===== src/rtl/rlcs_pkg.sv =====
// ----------------------------------------------------------------------------
// rlcs_pkg
// Shared types, register map and helper functions for the RGB LED chain
// serializer.
// ----------------------------------------------------------------------------
package rlcs_pkg;

    localparam int unsigned COLOR_W   = 24;
    localparam int unsigned TICK_W    = 24;
    localparam int unsigned PULSE_W   = 16;
    localparam int unsigned ADDR_W    = 5;
    localparam int unsigned DATA_W    = 32;
    localparam int unsigned BIT_W     = 5;
    localparam int unsigned LED_COUNT_DEF = 2;

    localparam logic [BIT_W-1:0] LAST_BIT = BIT_W'(COLOR_W - 1);

    // Register reset values
    localparam logic [PULSE_W-1:0] ONE_HIGH_RST  = 16'd49;
    localparam logic [PULSE_W-1:0] ONE_LOW_RST   = 16'd27;
    localparam logic [PULSE_W-1:0] ZERO_HIGH_RST = 16'd27;
    localparam logic [PULSE_W-1:0] ZERO_LOW_RST  = 16'd49;
    localparam logic [TICK_W-1:0]  GAP_RST       = 24'd10000;
    localparam logic [COLOR_W-1:0] NO_CHANGE_RST = 24'd1;

    // Register indexes (byte address = 4 * index)
    typedef enum logic [2:0] {
        REG_ONE_HIGH  = 3'd0,
        REG_ONE_LOW   = 3'd1,
        REG_ZERO_HIGH = 3'd2,
        REG_ZERO_LOW  = 3'd3,
        REG_GAP       = 3'd4,
        REG_NO_CHANGE = 3'd5
    } reg_idx_t;

    // Request kinds
    localparam logic KIND_TICK   = 1'b0;
    localparam logic KIND_UPDATE = 1'b1;

    typedef struct packed {
        logic               kind;
        logic [COLOR_W-1:0] first_color;
        logic [COLOR_W-1:0] second_color;
    } req_item_t;

    typedef struct packed {
        logic pin_level;
        logic busy_res;
        logic rejected;
        logic frame_done;
    } res_item_t;

    typedef struct packed {
        logic [PULSE_W-1:0] one_high_ticks;
        logic [PULSE_W-1:0] one_low_ticks;
        logic [PULSE_W-1:0] zero_high_ticks;
        logic [PULSE_W-1:0] zero_low_ticks;
        logic [TICK_W-1:0]  gap_ticks;
        logic [COLOR_W-1:0] no_change_code;
    } cfg_t;

    // Wire order on the LED chain is green, red, blue
    function automatic logic [COLOR_W-1:0] to_grb(input logic [COLOR_W-1:0] c);
        to_grb = {c[15:8], c[23:16], c[7:0]};
    endfunction

    // A zero count behaves as one tick
    function automatic logic [TICK_W-1:0] at_least_one(input logic [TICK_W-1:0] v);
        at_least_one = (v == '0) ? TICK_W'(1) : v;
    endfunction

endpackage


===== src/rtl/rlcs_regs.sv =====
// ----------------------------------------------------------------------------
// rlcs_regs
// APB register bank holding the pulse timing, latch gap and no-change code.
// ----------------------------------------------------------------------------
module rlcs_regs
    import rlcs_pkg::*;
(
    input  logic              clk,
    input  logic              rst_n,
    input  logic              psel,
    input  logic              penable,
    input  logic              pwrite,
    input  logic [ADDR_W-1:0] paddr,
    input  logic [DATA_W-1:0] pwdata,
    output logic [DATA_W-1:0] prdata,
    output logic              pready,
    output cfg_t              cfg
);

    cfg_t     cfg_reg;
    logic     wr_en;
    reg_idx_t idx;

    assign pready = 1'b1;
    assign wr_en  = psel & penable & pwrite;
    assign idx    = reg_idx_t'(paddr[ADDR_W-1:2]);
    assign cfg    = cfg_reg;

    always_ff @(posedge clk or negedge rst_n)
    begin
        if (!rst_n)
        begin
            cfg_reg.one_high_ticks  <= ONE_HIGH_RST;
            cfg_reg.one_low_ticks   <= ONE_LOW_RST;
            cfg_reg.zero_high_ticks <= ZERO_HIGH_RST;
            cfg_reg.zero_low_ticks  <= ZERO_LOW_RST;
            cfg_reg.gap_ticks       <= GAP_RST;
            cfg_reg.no_change_code  <= NO_CHANGE_RST;
        end
        else if (wr_en)
        begin
            case (idx)
                REG_ONE_HIGH:  cfg_reg.one_high_ticks  <= pwdata[PULSE_W-1:0];
                REG_ONE_LOW:   cfg_reg.one_low_ticks   <= pwdata[PULSE_W-1:0];
                REG_ZERO_HIGH: cfg_reg.zero_high_ticks <= pwdata[PULSE_W-1:0];
                REG_ZERO_LOW:  cfg_reg.zero_low_ticks  <= pwdata[PULSE_W-1:0];
                REG_GAP:       cfg_reg.gap_ticks       <= pwdata[TICK_W-1:0];
                REG_NO_CHANGE: cfg_reg.no_change_code  <= pwdata[COLOR_W-1:0];
                default: ;
            endcase
        end
    end

    always_comb
    begin
        case (idx)
            REG_ONE_HIGH:  prdata = DATA_W'(cfg_reg.one_high_ticks);
            REG_ONE_LOW:   prdata = DATA_W'(cfg_reg.one_low_ticks);
            REG_ZERO_HIGH: prdata = DATA_W'(cfg_reg.zero_high_ticks);
            REG_ZERO_LOW:  prdata = DATA_W'(cfg_reg.zero_low_ticks);
            REG_GAP:       prdata = DATA_W'(cfg_reg.gap_ticks);
            REG_NO_CHANGE: prdata = DATA_W'(cfg_reg.no_change_code);
            default:       prdata = '0;
        endcase
    end

endmodule


===== src/rtl/rlcs_core.sv =====
// ----------------------------------------------------------------------------
// rlcs_core
// Frame sequencer: color store, shift word, bit/slot counters and tick
// timer. Produces one result per accepted request.
// ----------------------------------------------------------------------------
module rlcs_core
    import rlcs_pkg::*;
#(
    parameter int unsigned LED_COUNT = LED_COUNT_DEF
)
(
    input  logic      clk,
    input  logic      rst_n,
    input  logic      accept,
    input  req_item_t req,
    input  cfg_t      cfg,
    output res_item_t res
);

    localparam int unsigned SLOT_W = (LED_COUNT > 1) ? $clog2(LED_COUNT) : 1;

    typedef enum logic [3:0] {
        PH_IDLE = 4'b0001,
        PH_HIGH = 4'b0010,
        PH_LOW  = 4'b0100,
        PH_GAP  = 4'b1000
    } phase_t;

    phase_t              phase_reg,  phase_next;
    logic [COLOR_W-1:0]  store_reg  [2];
    logic [COLOR_W-1:0]  store_next [2];
    logic [COLOR_W-1:0]  shift_reg,  shift_next;
    logic [BIT_W-1:0]    bit_reg,    bit_next;
    logic [SLOT_W-1:0]   slot_reg,   slot_next;
    logic [TICK_W-1:0]   tick_reg,   tick_next;

    logic [TICK_W-1:0]   tick_dec;
    logic [SLOT_W-1:0]   slot_inc;
    logic [COLOR_W-1:0]  word_load;
    logic [COLOR_W-1:0]  word_shift;

    always_comb
    begin
        tick_dec   = (tick_reg != '0) ? tick_reg - TICK_W'(1) : '0;
        slot_inc   = slot_reg + SLOT_W'(1);
        // Only slots zero and one are ever written; later slots stay zero
        word_load  = (LED_COUNT > 1 && slot_inc == SLOT_W'(1)) ? to_grb(store_reg[1]) : '0;
        word_shift = {shift_reg[COLOR_W-2:0], 1'b0};

        phase_next    = phase_reg;
        store_next[0] = store_reg[0];
        store_next[1] = store_reg[1];
        shift_next    = shift_reg;
        bit_next      = bit_reg;
        slot_next     = slot_reg;
        tick_next     = tick_reg;
        res           = '0;

        if (accept)
        begin
            if (req.kind == KIND_UPDATE)
            begin
                if (phase_reg != PH_IDLE)
                begin
                    res.rejected  = 1'b1;
                    res.busy_res  = 1'b1;
                    res.pin_level = (phase_reg == PH_HIGH);
                end
                else
                begin
                    if (req.first_color != cfg.no_change_code)
                        store_next[0] = req.first_color;
                    if (LED_COUNT > 1 && req.second_color != cfg.no_change_code)
                        store_next[1] = req.second_color;
                    shift_next   = to_grb(store_next[0]);
                    bit_next     = '0;
                    slot_next    = '0;
                    phase_next   = PH_HIGH;
                    tick_next    = at_least_one(TICK_W'(shift_next[COLOR_W-1] ?
                                   cfg.one_high_ticks : cfg.zero_high_ticks));
                    res.busy_res = 1'b1;
                end
            end
            else if (phase_reg != PH_IDLE)
            begin
                res.busy_res  = 1'b1;
                res.pin_level = (phase_reg == PH_HIGH);
                tick_next     = tick_dec;
                if (tick_dec == '0)
                begin
                    case (phase_reg)
                        PH_HIGH:
                        begin
                            phase_next = PH_LOW;
                            tick_next  = at_least_one(TICK_W'(shift_reg[COLOR_W-1] ?
                                         cfg.one_low_ticks : cfg.zero_low_ticks));
                        end
                        PH_LOW:
                        begin
                            phase_next = PH_HIGH;
                            if (bit_reg == LAST_BIT)
                            begin
                                bit_next = '0;
                                if (slot_reg == SLOT_W'(LED_COUNT - 1))
                                begin
                                    slot_next  = '0;
                                    shift_next = word_shift;
                                    phase_next = PH_GAP;
                                    tick_next  = at_least_one(cfg.gap_ticks);
                                end
                                else
                                begin
                                    slot_next  = slot_inc;
                                    shift_next = word_load;
                                    tick_next  = at_least_one(TICK_W'(word_load[COLOR_W-1] ?
                                                 cfg.one_high_ticks : cfg.zero_high_ticks));
                                end
                            end
                            else
                            begin
                                bit_next   = bit_reg + BIT_W'(1);
                                shift_next = word_shift;
                                tick_next  = at_least_one(TICK_W'(word_shift[COLOR_W-1] ?
                                             cfg.one_high_ticks : cfg.zero_high_ticks));
                            end
                        end
                        PH_GAP:
                        begin
                            phase_next     = PH_IDLE;
                            res.frame_done = 1'b1;
                        end
                        default: ;
                    endcase
                end
            end
        end
    end

    always_ff @(posedge clk or negedge rst_n)
    begin
        if (!rst_n)
        begin
            phase_reg    <= PH_IDLE;
            store_reg[0] <= '0;
            store_reg[1] <= '0;
            shift_reg    <= '0;
            bit_reg      <= '0;
            slot_reg     <= '0;
            tick_reg     <= '0;
        end
        else
        begin
            phase_reg    <= phase_next;
            store_reg[0] <= store_next[0];
            store_reg[1] <= store_next[1];
            shift_reg    <= shift_next;
            bit_reg      <= bit_next;
            slot_reg     <= slot_next;
            tick_reg     <= tick_next;
        end
    end

endmodule


===== src/rtl/rlcs_outbuf.sv =====
// ----------------------------------------------------------------------------
// rlcs_outbuf
// Result register with one skid entry, so a request can be taken while the
// previous result is still held.
// ----------------------------------------------------------------------------
module rlcs_outbuf
    import rlcs_pkg::*;
(
    input  logic      clk,
    input  logic      rst_n,
    input  logic      push,
    input  res_item_t push_item,
    output logic      full,
    output logic      res_valid,
    input  logic      res_stall,
    output res_item_t res
);

    logic      out_valid_reg, out_valid_next;
    logic      skid_valid_reg, skid_valid_next;
    res_item_t out_reg, out_next;
    res_item_t skid_reg, skid_next;
    logic      pop;

    assign pop       = out_valid_reg & ~res_stall;
    assign full      = skid_valid_reg;
    assign res_valid = out_valid_reg;
    assign res       = out_reg;

    always_comb
    begin
        out_valid_next  = out_valid_reg;
        skid_valid_next = skid_valid_reg;
        out_next        = out_reg;
        skid_next       = skid_reg;
        if (pop || !out_valid_reg)
        begin
            if (skid_valid_reg)
            begin
                out_next        = skid_reg;
                out_valid_next  = 1'b1;
                skid_valid_next = 1'b0;
            end
            else
            begin
                out_next       = push_item;
                out_valid_next = push;
            end
        end
        else if (push)
        begin
            // Hold the waiting result and park the new one
            skid_next       = push_item;
            skid_valid_next = 1'b1;
        end
    end

    always_ff @(posedge clk or negedge rst_n)
    begin
        if (!rst_n)
        begin
            out_valid_reg  <= 1'b0;
            skid_valid_reg <= 1'b0;
        end
        else
        begin
            out_valid_reg  <= out_valid_next;
            skid_valid_reg <= skid_valid_next;
        end
    end

    always_ff @(posedge clk)
    begin
        out_reg  <= out_next;
        skid_reg <= skid_next;
    end

endmodule


===== src/rtl/rgb_led_chain_serializer.sv =====
// ----------------------------------------------------------------------------
// rgb_led_chain_serializer
// Single-wire smart RGB LED chain driver: color updates, GRB pulse-width
// bit timing and latch gap, one result per request.
// ----------------------------------------------------------------------------
//
//   Channel  Signals                        Direction  Payload
//   req      req_valid, req_stall, req      into block req_item_t (kind, colors)
//   res      res_valid, res_stall, res      out of     res_item_t (pin, flags)
//   cfg      psel/penable/pwrite/paddr/...  APB slave  32-bit registers
//
// Each request is handled combinationally: the sequencer state registers feed
// short next-state logic, and the result is registered in the result register
// or the skid entry, so one request per clock is sustained while req_stall is low.
// Reset clears the color store, counters and configuration to their defaults.
// A stalled result is held; one more request is parked in a skid entry, and
// req_stall rises only while that entry is occupied.
// ----------------------------------------------------------------------------
module rgb_led_chain_serializer
    import rlcs_pkg::*;
#(
    parameter int unsigned LED_COUNT = LED_COUNT_DEF
)
(
    input  logic              clk,
    input  logic              rst_n,
    input  logic              req_valid,
    output logic              req_stall,
    input  req_item_t         req,
    output logic              res_valid,
    input  logic              res_stall,
    output res_item_t         res,
    input  logic              psel,
    input  logic              penable,
    input  logic              pwrite,
    input  logic [ADDR_W-1:0] paddr,
    input  logic [DATA_W-1:0] pwdata,
    output logic [DATA_W-1:0] prdata,
    output logic              pready
);

    cfg_t      cfg;
    res_item_t core_res;
    logic      buf_full;
    logic      accept;

    // Take a request whenever the skid entry is free
    assign req_stall = buf_full;
    assign accept    = req_valid & ~buf_full;

    rlcs_regs u_regs (
        .clk     (clk),
        .rst_n   (rst_n),
        .psel    (psel),
        .penable (penable),
        .pwrite  (pwrite),
        .paddr   (paddr),
        .pwdata  (pwdata),
        .prdata  (prdata),
        .pready  (pready),
        .cfg     (cfg)
    );

    rlcs_core #(
        .LED_COUNT (LED_COUNT)
    ) u_core (
        .clk    (clk),
        .rst_n  (rst_n),
        .accept (accept),
        .req    (req),
        .cfg    (cfg),
        .res    (core_res)
    );

    rlcs_outbuf u_outbuf (
        .clk       (clk),
        .rst_n     (rst_n),
        .push      (accept),
        .push_item (core_res),
        .full      (buf_full),
        .res_valid (res_valid),
        .res_stall (res_stall),
        .res       (res)
    );

endmodule


===== config.mk =====
export PLATFORM = sky130hd
export DESIGN_NAME = rgb_led_chain_serializer
export DESIGN_NICKNAME = d
export VERILOG_FILES = /design/src/rtl/rlcs_pkg.sv /design/src/rtl/rlcs_regs.sv /design/src/rtl/rlcs_core.sv /design/src/rtl/rlcs_outbuf.sv /design/src/rtl/rgb_led_chain_serializer.sv
export SDC_FILE = /design/constraint.sdc
export NUM_CORES = 1
export LEC_CHECK = 0
export BUFFER_PORTS_ARGS = -buffer_cell sky130_fd_sc_hd__buf_2
export CORE_MARGIN = 4
export CORE_UTILIZATION = 45
export CTS_BUF_LIST = sky130_fd_sc_hd__clkbuf_8
export DETAILED_ROUTE_END_ITERATION = 8
export SLEW_MARGIN = 10
export SYNTH_ARGS = -nofsm -noshare
export SYNTH_HDL_FRONTEND = slang
export SYNTH_SLANG_ARGS = --single-unit

===== constraint.sdc =====
create_clock -name clk -period 8.61 [get_ports clk]
set_input_delay 0.861 -clock clk [delete_from_list [all_inputs] [get_ports clk]]
set_output_delay 0.861 -clock clk [all_outputs]
set_load 0.1 [all_outputs]

# [Word level (Yosys, flattened, before mapping)]
# Cells that the tools add are included.
[classes] add_sub_neg=3 eq_ne=13 mux=64 bitwise=8 reduce_logical=29
[op_table] operator="24-bit two-way mux" n=24
[op_table] operator="24-bit zero test" n=6
[op_table] operator="24-bit one-hot mux with 6 select lines" n=1
[op_table] operator="16-bit two-way mux" n=4
[op_table] operator="24-bit != test" n=2
[op_table] operator="24-bit one-hot mux with 2 select lines" n=1
[op_table] operator="4-bit two-way mux" n=8
[op_table] operator="5-bit two-way mux" n=6
[op_table] operator="24-bit nonzero test" n=1
[op_table] operator="24-bit by 1-bit subtractor with 24-bit output (second input constant)" n=1
[op_table] operator="1-bit two-way mux" n=17
[op_table] operator="2-bit AND reduction" n=7
[op_table] operator="4-bit one-hot mux with 3 select lines" n=1
[op_table] operator="5-bit AND reduction" n=2
[op_table] operator="2-bit nonzero test" n=5
[op_table] operator="3-bit by 2-bit == test with 1-bit output (second input constant)" n=2
[op_table] operator="3-bit == test (second input constant)" n=2
[op_table] operator="3-bit AND reduction" n=2
[op_table] operator="6-bit AND reduction" n=1
[op_table] operator="5-bit by 1-bit adder with 5-bit output (second input constant)" n=1
[op_table] operator="5-bit == test (second input constant)" n=1
[op_table] operator="1-bit AND" n=4
[op_table] operator="4-bit by 2-bit == test with 1-bit output (second input constant)" n=1
[op_table] operator="4-bit by 3-bit == test with 1-bit output (second input constant)" n=1
[op_table] operator="other kinds (12)" n=16
[totals] ff_bits=228 input_bits=93 word_cells=140

# [Depth between registers and ports, before layout]
# Gate-level depths: netlist of the first run.
[logic_depth] word_depth=11 ltp_mapped=14 depth_no_buf=11

# [Hierarchy]
# A second synthesis of the first run with hierarchy kept.
[hier_totals] cells_unflattened=1229 area_unflattened_um2=13495.4
[modules_own_cells] mod="rlcs_core" n_inst=1 cells_each=835 area_per_inst_um2=7845.0 seq_area_each_um2=2653.8
[modules_own_cells] mod="rlcs_regs" n_inst=1 cells_each=375 area_per_inst_um2=5272.6 seq_area_each_um2=2827.7
[modules_own_cells] mod="rlcs_outbuf" n_inst=1 cells_each=18 area_per_inst_um2=364.1 seq_area_each_um2=290.3
[modules_own_cells] mod="rgb_led_chain_serializer" n_inst=1 cells_each=1 area_per_inst_um2=13.8 seq_area_each_um2=0.0

# [Worst setup path after synthesis of the first run]
# OpenSTA, ideal clock, no wires.
[synth_timing] kind="in2out" start="in paddr[2]" end="out prdata[3]" arrival_time_ns=2.790 required_ns=7.749 slack_ns=4.959 path_stages=5 path_buffers=2 path_cell_list="clkbuf_1 > nor3b_1 > clkbuf_1 > a22oi_1 > nand3_1"
[synth_via] elab_chain_len=2 word_cells_on_any_way=7 classes_between="eq/ne: 5; mux: 1; reduce/logical: 1"
[synth_lines] element="start: declaration" line_no="rgb_led_chain_serializer.sv:36" rtl="input logic [ADDR_W-1:0] paddr,"
[synth_lines] element="3-bit == test, or another cell as far along" line_no="rlcs_regs.sv:56" rtl="case (idx)"
[synth_lines] element="24-bit one-hot mux with 6 select lines (*)" line_no="rlcs_regs.sv:56"
[synth_lines] element="end: declaration" line_no="rgb_led_chain_serializer.sv:38" rtl="output logic [DATA_W-1:0] prdata,"
# Mark *: on every way between the ends. The rest lies on a longest branch, timed or not.

# [Worst setup path in the final report of the first run]
[layout_timing] start="reg u_core.tick_reg[0]" end="reg u_core.tick_reg[16]"
[layout_via] elab_chain_len=6 word_cells_on_any_way=8 classes_between="add/sub: 1; mux: 5; reduce/logical: 2"
[layout_lines] element="start: declaration" line_no="rlcs_core.sv:35" rtl="logic [TICK_W-1:0] tick_reg, tick_next;"
[layout_lines] element="start signal: assignment" line_no="rlcs_core.sv:159" rtl="tick_reg <= tick_next;"
[layout_lines] element="24-bit by 1-bit subtractor with 24-bit output or 24-bit nonzero test (tied branches)" line_no="rlcs_core.sv:44" rtl="tick_dec = (tick_reg != '0) ? tick_reg - TICK_W'(1) : '0;"
[layout_lines] element="24-bit two-way mux (*)" line_no="rlcs_core.sv:44"
[layout_lines] element="24-bit zero test or 24-bit one-hot mux with 2 select lines (tied branches)" line_no="rlcs_core.sv:89, rlcs_core.sv:91"
[layout_lines] element="24-bit two-way mux (*)" line_no="rlcs_core.sv:89" rtl="if (tick_dec == '0)"
[layout_lines] element="24-bit two-way mux (*)" line_no="rlcs_core.sv:84" rtl="else if (phase_reg != PH_IDLE)"
[layout_lines] element="24-bit two-way mux (*)" line_no="rlcs_core.sv:61" rtl="if (req.kind == KIND_UPDATE)"
# Mark *: on every way between the ends. The rest lies on a longest branch, timed or not. The select of a mux whose other input is x is not followed.
# A chain may end at the register's enable or synchronous reset.

==> run_results.csv, run 1 <==
group,metric,value,unit
placement,place_ws,4.46,ns
yosys,ys_async_sr_fraction,96.5,%
yosys,synth_cell_types,71,
placement,place_hpwl,28300,um
worst_setup_path,cp_data_arrival_time,4.26,ns
worst_setup_path,crit_family,"simple AND/OR/NAND/NOR gates",
placement,gp_congestion,0.934,
final_layout,nNetsFinal,1375,
sta,worst_slack,4.83,ns
floorplan,core_area,27900,um^2
global_route,grt_pass1_vias,10200,
sta,fmaxAchievable,0.264,GHz
floorplan,initial_core_util,46.0,%
sta,setup_viol,0,
worst_setup_path,cp.buffers_inverters,1,
drt,post-route-drc-count,0,
global_route,grt_max_degree,131,
min_path,hold_class,"input pin to async pin",
yosys,netlist_area,12800,um^2
worst_setup_path,critPathMaxStageDelay,0.50,ns
global_route,track_usage,26.0,%
drt,ant_nets,0,
global_route,antenna_found_initial,1,
final_layout,largest_reg_flops,112,
global_route,grt_pass1_wl,62900,um
sta,worstMarginPinSlew,1.12,ns
clock_network,cts_made_buffers,42,
sta,rsz0062_at_grt,"no",
clock_network,cts_hold_buf,0,
final_layout,antenna_cells,0,
clock_network,cts.sinks,228,
drt,vias,10600,
clock_network,cts_setup_buffers,0,
clock_network,clkTransAtPathRegs,0.06,ns
drt,drt_iter0_markers,1130,
drt,viasPerCell,6.28,
worst_setup_path,r2r_slack,4.83,ns
sta,fin_tns_setup,0,ns
drt,finalWirelength,41300,um
power,p_per_area,267,nW/um^2
worst_setup_path,critPathKind,"register to register",
yosys,seq_area_frac_synth,44.9,%
worst_setup_path,start_kind,"register",
run,cap_violations,0,
floorplan,dieArea,31300,um^2
final_layout,layout-drive-gt1-share,35.1,%
worst_setup_path,cpMaxStageDelayCell,"and4_1",
yosys,synth_area_per_cell,11.0,um^2
sta,max_slew_margin,25.5,%
drt,dr.pass1.iters,6,
final_layout,area_growth,14.1,%
final_layout,fillers,2553,
floorplan,die_width,177,um
sta,slew_violations,0,
yosys,syn_inst,1170,
floorplan,rows,61,
floorplan,io_pins,132,
power,leakage,6.45,nW
clock_network,root_buffer,"clkbuf_8",
worst_setup_path,endpoint_kind,"register",
yosys,synth_edf_count,8,
clock_network,htree_num_levels,2,
sta,fin_crit_sh,43.9,%
sta,hold_viol,0,
worst_setup_path,crit_required,9.09,ns
clock_network,cts-resized-gates,0,
drt,avgRoutedWirePerCell,24.5,um
power,peakVddDrop,0.133,mV
placement,port_buffers,112,
sta,clock_skew,0.0283,ns
sta,period_needed,3.78,ns
clock_network,cts_buffer_depth,3,
worst_setup_path,path_max_fanout,31,
clock_network,clk_latency,0.56,ns
yosys,ys_ff_latch,228,
floorplan,fp.dieH,177,um
global_route,overflow,0,
outcome,status,"finished, final reports clean",
worst_setup_path,crit_chain,"inv_1, ha_1, nor4b_4, nand2_1, a221o_1, or4_1, nor3_2, o21a_4, and4_1, a21o_1",
clock_network,tritoncts,"built",
yosys,synth_ff_type,"dfrtp_1",
yosys,synth_warnings,0,
cell type report:
type	count	area (um^2)	area share (%)
inverter	16	60.1	0.410
multi-input combinational	852	6720	45.9
sequential	228	5770	39.4
tap	378	473	3.23
clock inverter	20	91.3	0.624
timing repair buffer	136	751	5.12
clock buffer	57	785	5.36
cell usage in the layout, fill, tap and decap left out, types with 13 or more instances in the layout:
| cell | Yosys | routed |
|---|---|---|
| nand3_1 | 31 | 31 |
| mux2i_1 | 33 | 32 |
| nor4_1 | 36 | 35 |
| dfstp_2 | 21 | 21 |
| mux2_2 | 210 | 210 |
| xnor2_1 | 25 | 25 |
| nand2b_1 | 13 | 13 |
| buf_4 | 12 | 24 |
| xor2_1 | 26 | 26 |
| a21o_1 | 18 | 18 |
| a21oi_1 | 49 | 49 |
| a22oi_1 | 49 | 49 |
| nor2_1 | 44 | 37 |
| o21ai_0 | 36 | 36 |
| clkbuf_8 | 0 | 57 |
| nand4_1 | 18 | 18 |
| o22ai_1 | 67 | 67 |
| o211ai_1 | 14 | 14 |
| nand2_1 | 38 | 38 |
| buf_2 | 5 | 111 |
| dfrtp_1 | 199 | 199 |
| nor3_1 | 23 | 22 |
| inv_1 | 16 | 30 |
worst paths after layout:
check	startpoint	end	depth (start not counted)
worst max-delay path	u_core.tick_reg[0]	u_core.tick_reg[16]	10
worst min-delay path	rst_n	u_core.tick_reg[6]	1
worst max register to register	u_core.tick_reg[0]	u_core.tick_reg[16]	10
worst min register to register	u_core.store_reg[44]	u_core.store_reg[44]	1
max in group asynchronous	rst_n	u_core.store_reg[5]	2
min in group clk	u_core.store_reg[44]	u_core.store_reg[44]	1
power by group:
| group | internal (W) | switching, W | leakage, nW |
|---|---|---|---|
| sequential | 0.00129 | 0.000316 | 2.89 |
| combinational | 0.000485 | 0.000744 | 3.05 |
| clock | 0.000590 | 0.000480 | 0.501 |
| total | 0.00237 | 0.00154 | 6.45 |
synth_stat cells, types with 5 or more instances:
master | number | area share [%]
dfrtp_1 | 199 | 39
a21oi_1 | 49 | 1.9
o22ai_1 | 67 | 3.3
a22o_1 | 9 | 0.61
and3_1 | 6 | 0.29
xor2_1 | 26 | 1.8
xnor2_1 | 25 | 1.7
nor4_1 | 36 | 1.8
a22oi_1 | 49 | 2.9
clkbuf_1 | 59 | 1.7
nor2_1 | 44 | 1.3
nand2b_1 | 13 | 0.63
nor3b_1 | 5 | 0.29
ha_1 | 6 | 0.58
nand2_1 | 38 | 1.1
nor3_1 | 23 | 0.90
or3_1 | 5 | 0.24
mux2i_1 | 33 | 2.6
o211ai_1 | 14 | 0.82
nand3_1 | 31 | 1.2
o21ai_0 | 36 | 1.4
dfstp_2 | 21 | 4.3
nand4_1 | 18 | 0.88
a21o_1 | 18 | 1.1
edfxtp_1 | 8 | 1.9
a211o_1 | 6 | 0.41
buf_2 | 5 | 0.19
inv_1 | 16 | 0.47
buf_4 | 12 | 0.70
mux2_2 | 210 | 18
per-stage QoR:
step / power, W / std cells / area (um^2) / hold slack [ns] / utilization, %
floorplan: 0.00244 / 1177 / 12900 / 0.450 / -
global placement: 0.00281 / 1610 / 13800 / 0.483 / 49.3
detailed placement: 0.00282 / 1610 / 13800 / 0.490 / 49.3
CTS: 0.00390 / 1687 / 14600 / 0.504 / 52.4
global route: 0.00411 / 1687 / 14600 / 0.514 / 52.4
finish: 0.00391 / 1687 / 14600 / 0.426 / 52.4
per-layer routing:
metal	wire [um]	part of all wire [%]	global-route usage, %	vias up
li1	-	-	-	4678
met1	18800	46	39.0	5329
met2	17700	43	37.1	499
met3	3100	7.5	4.91	92
met4	1740	4.2	10.7	2
met5	8	0.019	0	-
cell families (layout without fill, tap and decap cells):
logic type      Yosys count  count (layout)  share of synthesized area (%)
mux                     243             243                           21.0
compound gates          289             289                           15.4
buf+inv                  97             229                           3.42
simple gates            254             254                           11.1
other cells               2               9                         0.0585
flops                   228             228                           44.9
fa+ha+maj                 6               6                          0.585
xor+xnor                 51              51                           3.48
(Power assumes the default switching activity.)
==> inputs of run 2 (changes only) <==
PLACE_DENSITY = 0.66   (was default)
clock period = 3.1 ns   (was 8.61 ns; I/O delays follow)
==> run 2 against run 1 <==
  * Die area unchanged
  * Hold slack worse by 0.40 ns
  * Clock power rose to 2.5 times the previous value
==> run_results.csv, run 2 (synthesis gave the netlist of run 1 again) <==
group,metric,value,unit
drt,avgRoutedWirePerCell,24.2,um
outcome,status,"finished, final reports clean",
final_layout,nNetsFinal,1457,
worst_setup_path,reg2reg_to,"u_core.shift_reg[6]",
worst_setup_path,crit_required,3.51,ns
final_layout,area_growth,18.9,%
sta,clock_skew,0.0334,ns
sta,holdWs,0.0286,ns
global_route,grt_pass1_vias,10900,
final_layout,antenna_cells,0,
worst_setup_path,endpoint_kind,"register",
worst_setup_path,ff2ff_path_depth,12,
global_route,antenna_found_initial,0,
floorplan,rows,61,
sta,setup_viol,0,
worst_setup_path,worstReg2RegStart,"u_core.tick_reg[1]",
global_route,grt_pass1_wl,65800,um
clock_network,clkTransAtPathRegs,0.06,ns
global_route,overflow,0,
sta,rsz0062_at_grt,"yes",
worst_setup_path,r2r_slack,0.09,ns
placement,place_ws,0.101,ns
power,p_per_area,722,nW/um^2
global_route,track_usage,27.1,%
power,peakVddDrop,0.457,mV
drt,drt_iter0_markers,1072,
floorplan,core_area,27900,um^2
final_layout,largest_reg_flops,112,
final_layout,layout-drive-gt1-share,37.6,%
drt,finalWirelength,42900,um
floorplan,die_width,177,um
sta,period_needed,3.01,ns
worst_setup_path,cp_data_arrival_time,3.42,ns
final_layout,final_cell_mix,"mux2_2 (210), dfrtp_1 (199), buf_2 (111)",
final_layout,fillers,2489,
sta,worst_slack,0.0892,ns
clock_network,cts_made_buffers,41,
min_path,min_to,"u_core.store_reg[6]",
sta,max_slew_margin,39.7,%
sta,worstMarginPinSlew,0.901,ns
floorplan,io_pins,132,
min_path,hold_class,"input pin to register",
drt,dr.pass1.iters,6,
clock_network,cts_buffer_depth,3,
power,leakage,6.86,nW
min_path,worstHoldStart,"req[6]",
clock_network,clk_latency,0.57,ns
worst_setup_path,start_kind,"register",
sta,fin_crit_sh,97.1,%
floorplan,dieArea,31300,um^2
sta,slew_violations,0,
sta,fin_tns_setup,0,ns
clock_network,cts.sinks,228,
placement,gp_congestion,0.922,
placement,placed_cells,1678,
global_route,grt_max_degree,67,
min_path,whs_path_depth,2,
clock_network,root_buffer,"clkbuf_8",
final_layout,final_common_cell,"mux2_2",
drt,ant_nets,0,
worst_setup_path,path_max_fanout,11,
drt,viasPerCell,6.24,
placement,place_hpwl,30500,um
clock_network,tritoncts,"built",
final_layout,instances_no_fill,1768,
run,cap_violations,0,
drt,vias,11000,
power,power,0.0110,W
floorplan,fp.dieH,177,um
clock_network,htree_num_levels,2,
placement,port_buffers,112,
drt,post-route-drc-count,0,
worst_setup_path,critPathKind,"register to register",
sta,fmaxAchievable,0.332,GHz
floorplan,initial_core_util,46.0,%
sta,hold_viol,0,
==> run 2: cell types whose count changed in the layout (fill, tap and decap cells not counted), moves of 2 or more <==
cell / before / now
buf_4: 24 / 92
clkbuf_8: 57 / 47
dlygate4sd3_1: 0 / 10
inv_1: 30 / 37
buf_12: 0 / 5
nor2_1: 37 / 40
nor2_2: 7 / 4
clkinvlp_4: 2 / 0
==> run 2: what timing repair did <==
action                                  4_1_cts  5_1_grt
hold buffers                                 10        0
endpoints found under the setup margin        0       47
hold endpoints to repair                     64        0
gates resized for setup                       0        3
buffers inserted                              0        5
==> run 2: routing by layer <==
| layer | vias up | global-route usage (%) | part of all wire [%] |
|---|---|---|---|
| met5 | - | 0 | 0 |
| met4 | 0 | 12.0 | 4.8 |
| met3 | 118 | 5.49 | 9.0 |
| met2 | 613 | 40.7 | 45 |
| met1 | 5449 | 38.0 | 42 |
| li1 | 4849 | - | - |
==> run 2: critical path, cell delays in order, from the launching register on <==
cell and delay [ns]:
dfrtp_1 0.38, inv_1 0.07, ha_2 0.21, nor4b_4 0.29, nand2_1 0.09, a221o_1 0.36
or4_1 0.50, nor3_2 0.18, buf_4 0.17, o211ai_2 0.13, buf_4 0.23, o22ai_1 0.16
a21oi_1 0.10
==> run 2: worst max-delay path by stage <==
| stage | start | to | slack [ns] | cells past startpoint |
|---|---|---|---|---|
| 2_1_floorplan | u_core.tick_reg[0] | u_core.shift_reg[22] | 0.18 | 11 |
| 3_3_place_gp | u_core.tick_reg[0] | u_core.phase_reg[3] | 0.13 | 12 |
| 3_5_place_dp | u_core.tick_reg[1] | u_core.tick_reg[22] | 0.10 | 12 |
| 4_1_cts | u_core.tick_reg[19] | u_core.phase_reg[2] | 0.08 | 8 |
| 5_1_grt | u_core.tick_reg[0] | u_core.shift_reg[20] | -0.08 | 12 |
| 6_report | u_core.tick_reg[1] | u_core.shift_reg[6] | 0.09 | 12 |
==> run 2: power by group <==
part	internal, W	leakage, nW	switching (W)	total (W)
Sequential	0.00359	2.89	0.000719	0.00431
Combinational	0.00165	3.48	0.00237	0.00402
Clock	0.00140	0.483	0.00130	0.00269
==> run 2: area by class of cell <==
class                      count  area [um^2]  share of cell area, %
inverter                      16         60.1                  0.393
tap                          378          473                   3.10
clock buffer                  47          647                   4.24
sequential                   228         5770                   37.8
clock inverter                28          135                  0.885
timing repair buffer         219         1460                   9.57
multi-input combinational    852         6720                   44.0
==> run 2: per-stage QoR <==
step	util, %	instance area (um^2)
2_1_floorplan	-	12900
3_3_place_gp	51.3	14300
3_5_place_dp	51.3	14300
4_1_cts	54.5	15200
5_1_grt	54.7	15300
6_report	54.7	15300
==> inputs of run 3 (changes only) <==
CTS_CLUSTER_SIZE = 20   (was default)
PLACE_DENSITY = default   (was 0.66)
clock period = 3.7 ns   (was 3.1 ns; I/O delays follow)
==> run 3 against run 2 <==
  * Power fell by 18%
  * Combinational power fell by 26%
  * Critical path depth fell by 1
  * Flip-flop and latch count did not move
  * First-iteration DRC count rose by 1.5%
  * Largest power group unchanged
==> run_results.csv, run 3 (synthesis gave the netlist of run 1 again) <==
group,metric,value,unit
floorplan,die_width,177,um
drt,finalWirelength,42400,um
final_layout,final_common_cell,"mux2_2",
clock_network,cts_buffer_depth,3,
final_layout,final_cell_mix,"mux2_2 (210), dfrtp_1 (199), buf_2 (111)",
global_route,grt_pass1_vias,10500,
floorplan,dieArea,31300,um^2
placement,place_area,14000,um^2
power,leakage,6.57,nW
floorplan,fp.dieH,177,um
sta,worstMarginPinSlew,0.944,ns
clock_network,cts.sinks,228,
placement,placed_cells,1634,
floorplan,core_area,27900,um^2
drt,drt_iter0_markers,1088,
placement,port_buffers,112,
final_layout,multiInputGateArea,6710,um^2
sta,period_needed,3.44,ns
drt,vias,10700,
placement,place_hpwl,29900,um
clock_network,cts-resized-gates,0,
clock_network,tritoncts,"built",
worst_setup_path,r2r_slack,0.26,ns
global_route,track_usage,26.9,%
worst_setup_path,cp_data_arrival_time,3.82,ns
final_layout,instances_no_fill,1709,
clock_network,cts_hold_buf,1,
final_layout,largest_reg_flops,112,
min_path,whs_path_depth,2,
worst_setup_path,crit_chain,"inv_1, ha_1, nor4b_4, nand2_1, a221o_1, or4_1, nor3_2, o211ai_2, buf_4, o22ai_1, a221oi_2",
final_layout,final_area,14800,um^2
worst_setup_path,reg2reg_to,"u_core.shift_reg[23]",
worst_setup_path,critPathKind,"register to register",
min_path,worstHoldStart,"pwdata[16]",
clock_network,cts_setup_buffers,0,
drt,avgRoutedWirePerCell,24.8,um
sta,rsz0062_at_grt,"no",
placement,gp_congestion,0.958,
min_path,min_to,"u_regs.cfg[40]",
sta,hold_viol,0,
global_route,antenna_found_initial,0,
clock_network,clkTransAtPathRegs,0.06,ns
sta,slew_violations,0,
global_route,grt_pass1_wl,64800,um
power,peakVddDrop,0.396,mV
worst_setup_path,path_max_fanout,23,
floorplan,initial_core_util,46.0,%
drt,ant_nets,0,
clock_network,htree_num_levels,2,
global_route,grt_max_degree,109,
worst_setup_path,ff2ff_path_depth,11,
worst_setup_path,cpMaxStageDelayCell,"or4_1",
outcome,status,"finished, final reports clean",
power,power,0.00906,W
floorplan,io_pins,132,
final_layout,postLayoutCoreUtil,53.0,%
sta,fin_tns_setup,0,ns
worst_setup_path,crit_start,"u_core.tick_reg[1]",
worst_setup_path,crit_required,4.08,ns
clock_network,root_buffer,"clkbuf_8",
floorplan,rows,61,
final_layout,seqCellArea,5770,um^2
sta,fin_crit_sh,92.9,%
run,cap_violations,0,
sta,clock_skew,0.0408,ns
worst_setup_path,endpoint_kind,"register",
clock_network,clk_latency,0.56,ns
worst_setup_path,critPathMaxStageDelay,0.49,ns
drt,viasPerCell,6.23,
power,p_per_area,612,nW/um^2
min_path,hold_class,"input pin to register",
worst_setup_path,start_kind,"register",
drt,post-route-drc-count,0,
global_route,overflow,0,
sta,setup_viol,0,
final_layout,antenna_cells,0,
sta,max_slew_margin,37.1,%
final_layout,area_growth,15.3,%
final_layout,layout-drive-gt1-share,35.3,%
final_layout,fillers,2548,
drt,dr.pass1.iters,5,
clock_network,cts_made_buffers,41,
final_layout,nNetsFinal,1399,
worst_setup_path,worstReg2RegStart,"u_core.tick_reg[1]",
sta,fmaxAchievable,0.291,GHz
-- run 3: cell count changes in the layout (fill, tap and decap cells not counted), moves of 3 or more --
cell,delta
buf_4,-46
dlygate4sd3_1,-9
clkinv_2,-4
buf_12,-3
clkbuf_8,+3
-- run 3: stage by stage --
step | hold slack [ns] | setup WS, ns
3_5_place_dp | 0.489 | 0.318
6_report | 0.0574 | 0.263
2_1_floorplan | 0.0744 | 0.776
4_1_cts | 0.0228 | 0.301
5_1_grt | 0.0522 | 0.0658
3_3_place_gp | 0.483 | 0.376
-- run 3: critical path, delay by kind of cell (launching register included) --
family / cells / cell delay (ns)
simple gates: 4 / 1.42
flops: 1 / 0.44
fa+ha+maj: 1 / 0.26
compound gates: 4 / 0.81
buf+inv: 2 / 0.37
-- run 3: routing by layer --
metal | part of all wire [%] | wire (um) | global-route usage (%)
met5 | 0 | 0 | 0
met4 | 4.0 | 1700 | 9.54
met3 | 7.4 | 3120 | 4.91
met2 | 44 | 18700 | 40.2
met1 | 45 | 18900 | 39.4
-- run 3: power breakdown --
group	total, W	leakage, nW	internal (W)	switching (W)
registers	0.00374	2.89	0.00300	0.000732
clock network	0.00236	0.493	0.00129	0.00107
logic	0.00296	3.18	0.00119	0.00178
total	0.00906	6.57	0.00548	0.00358
-- run 3: area by class of cell --
type | instances | share of cell area (%)
clock buffers | 50 | 4.65
well taps | 378 | 3.20
multi-input cells | 852 | 45.3
clock inverters | 24 | 0.896
inverters | 16 | 0.406
flip-flops and latches | 228 | 39.0
repair buffers | 161 | 6.53
-- run 3: worst max-delay path by stage --
| stage | to | slack [ns] |
|---|---|---|
| finish | u_core.shift_reg[23] | 0.26 |
| global route | u_core.shift_reg[23] | 0.07 |
| floorplan | u_core.shift_reg[22] | 0.78 |
| CTS | u_core.shift_reg[23] | 0.30 |
| detailed placement | u_core.shift_reg[23] | 0.32 |
| global placement | u_core.shift_reg[23] | 0.38 |
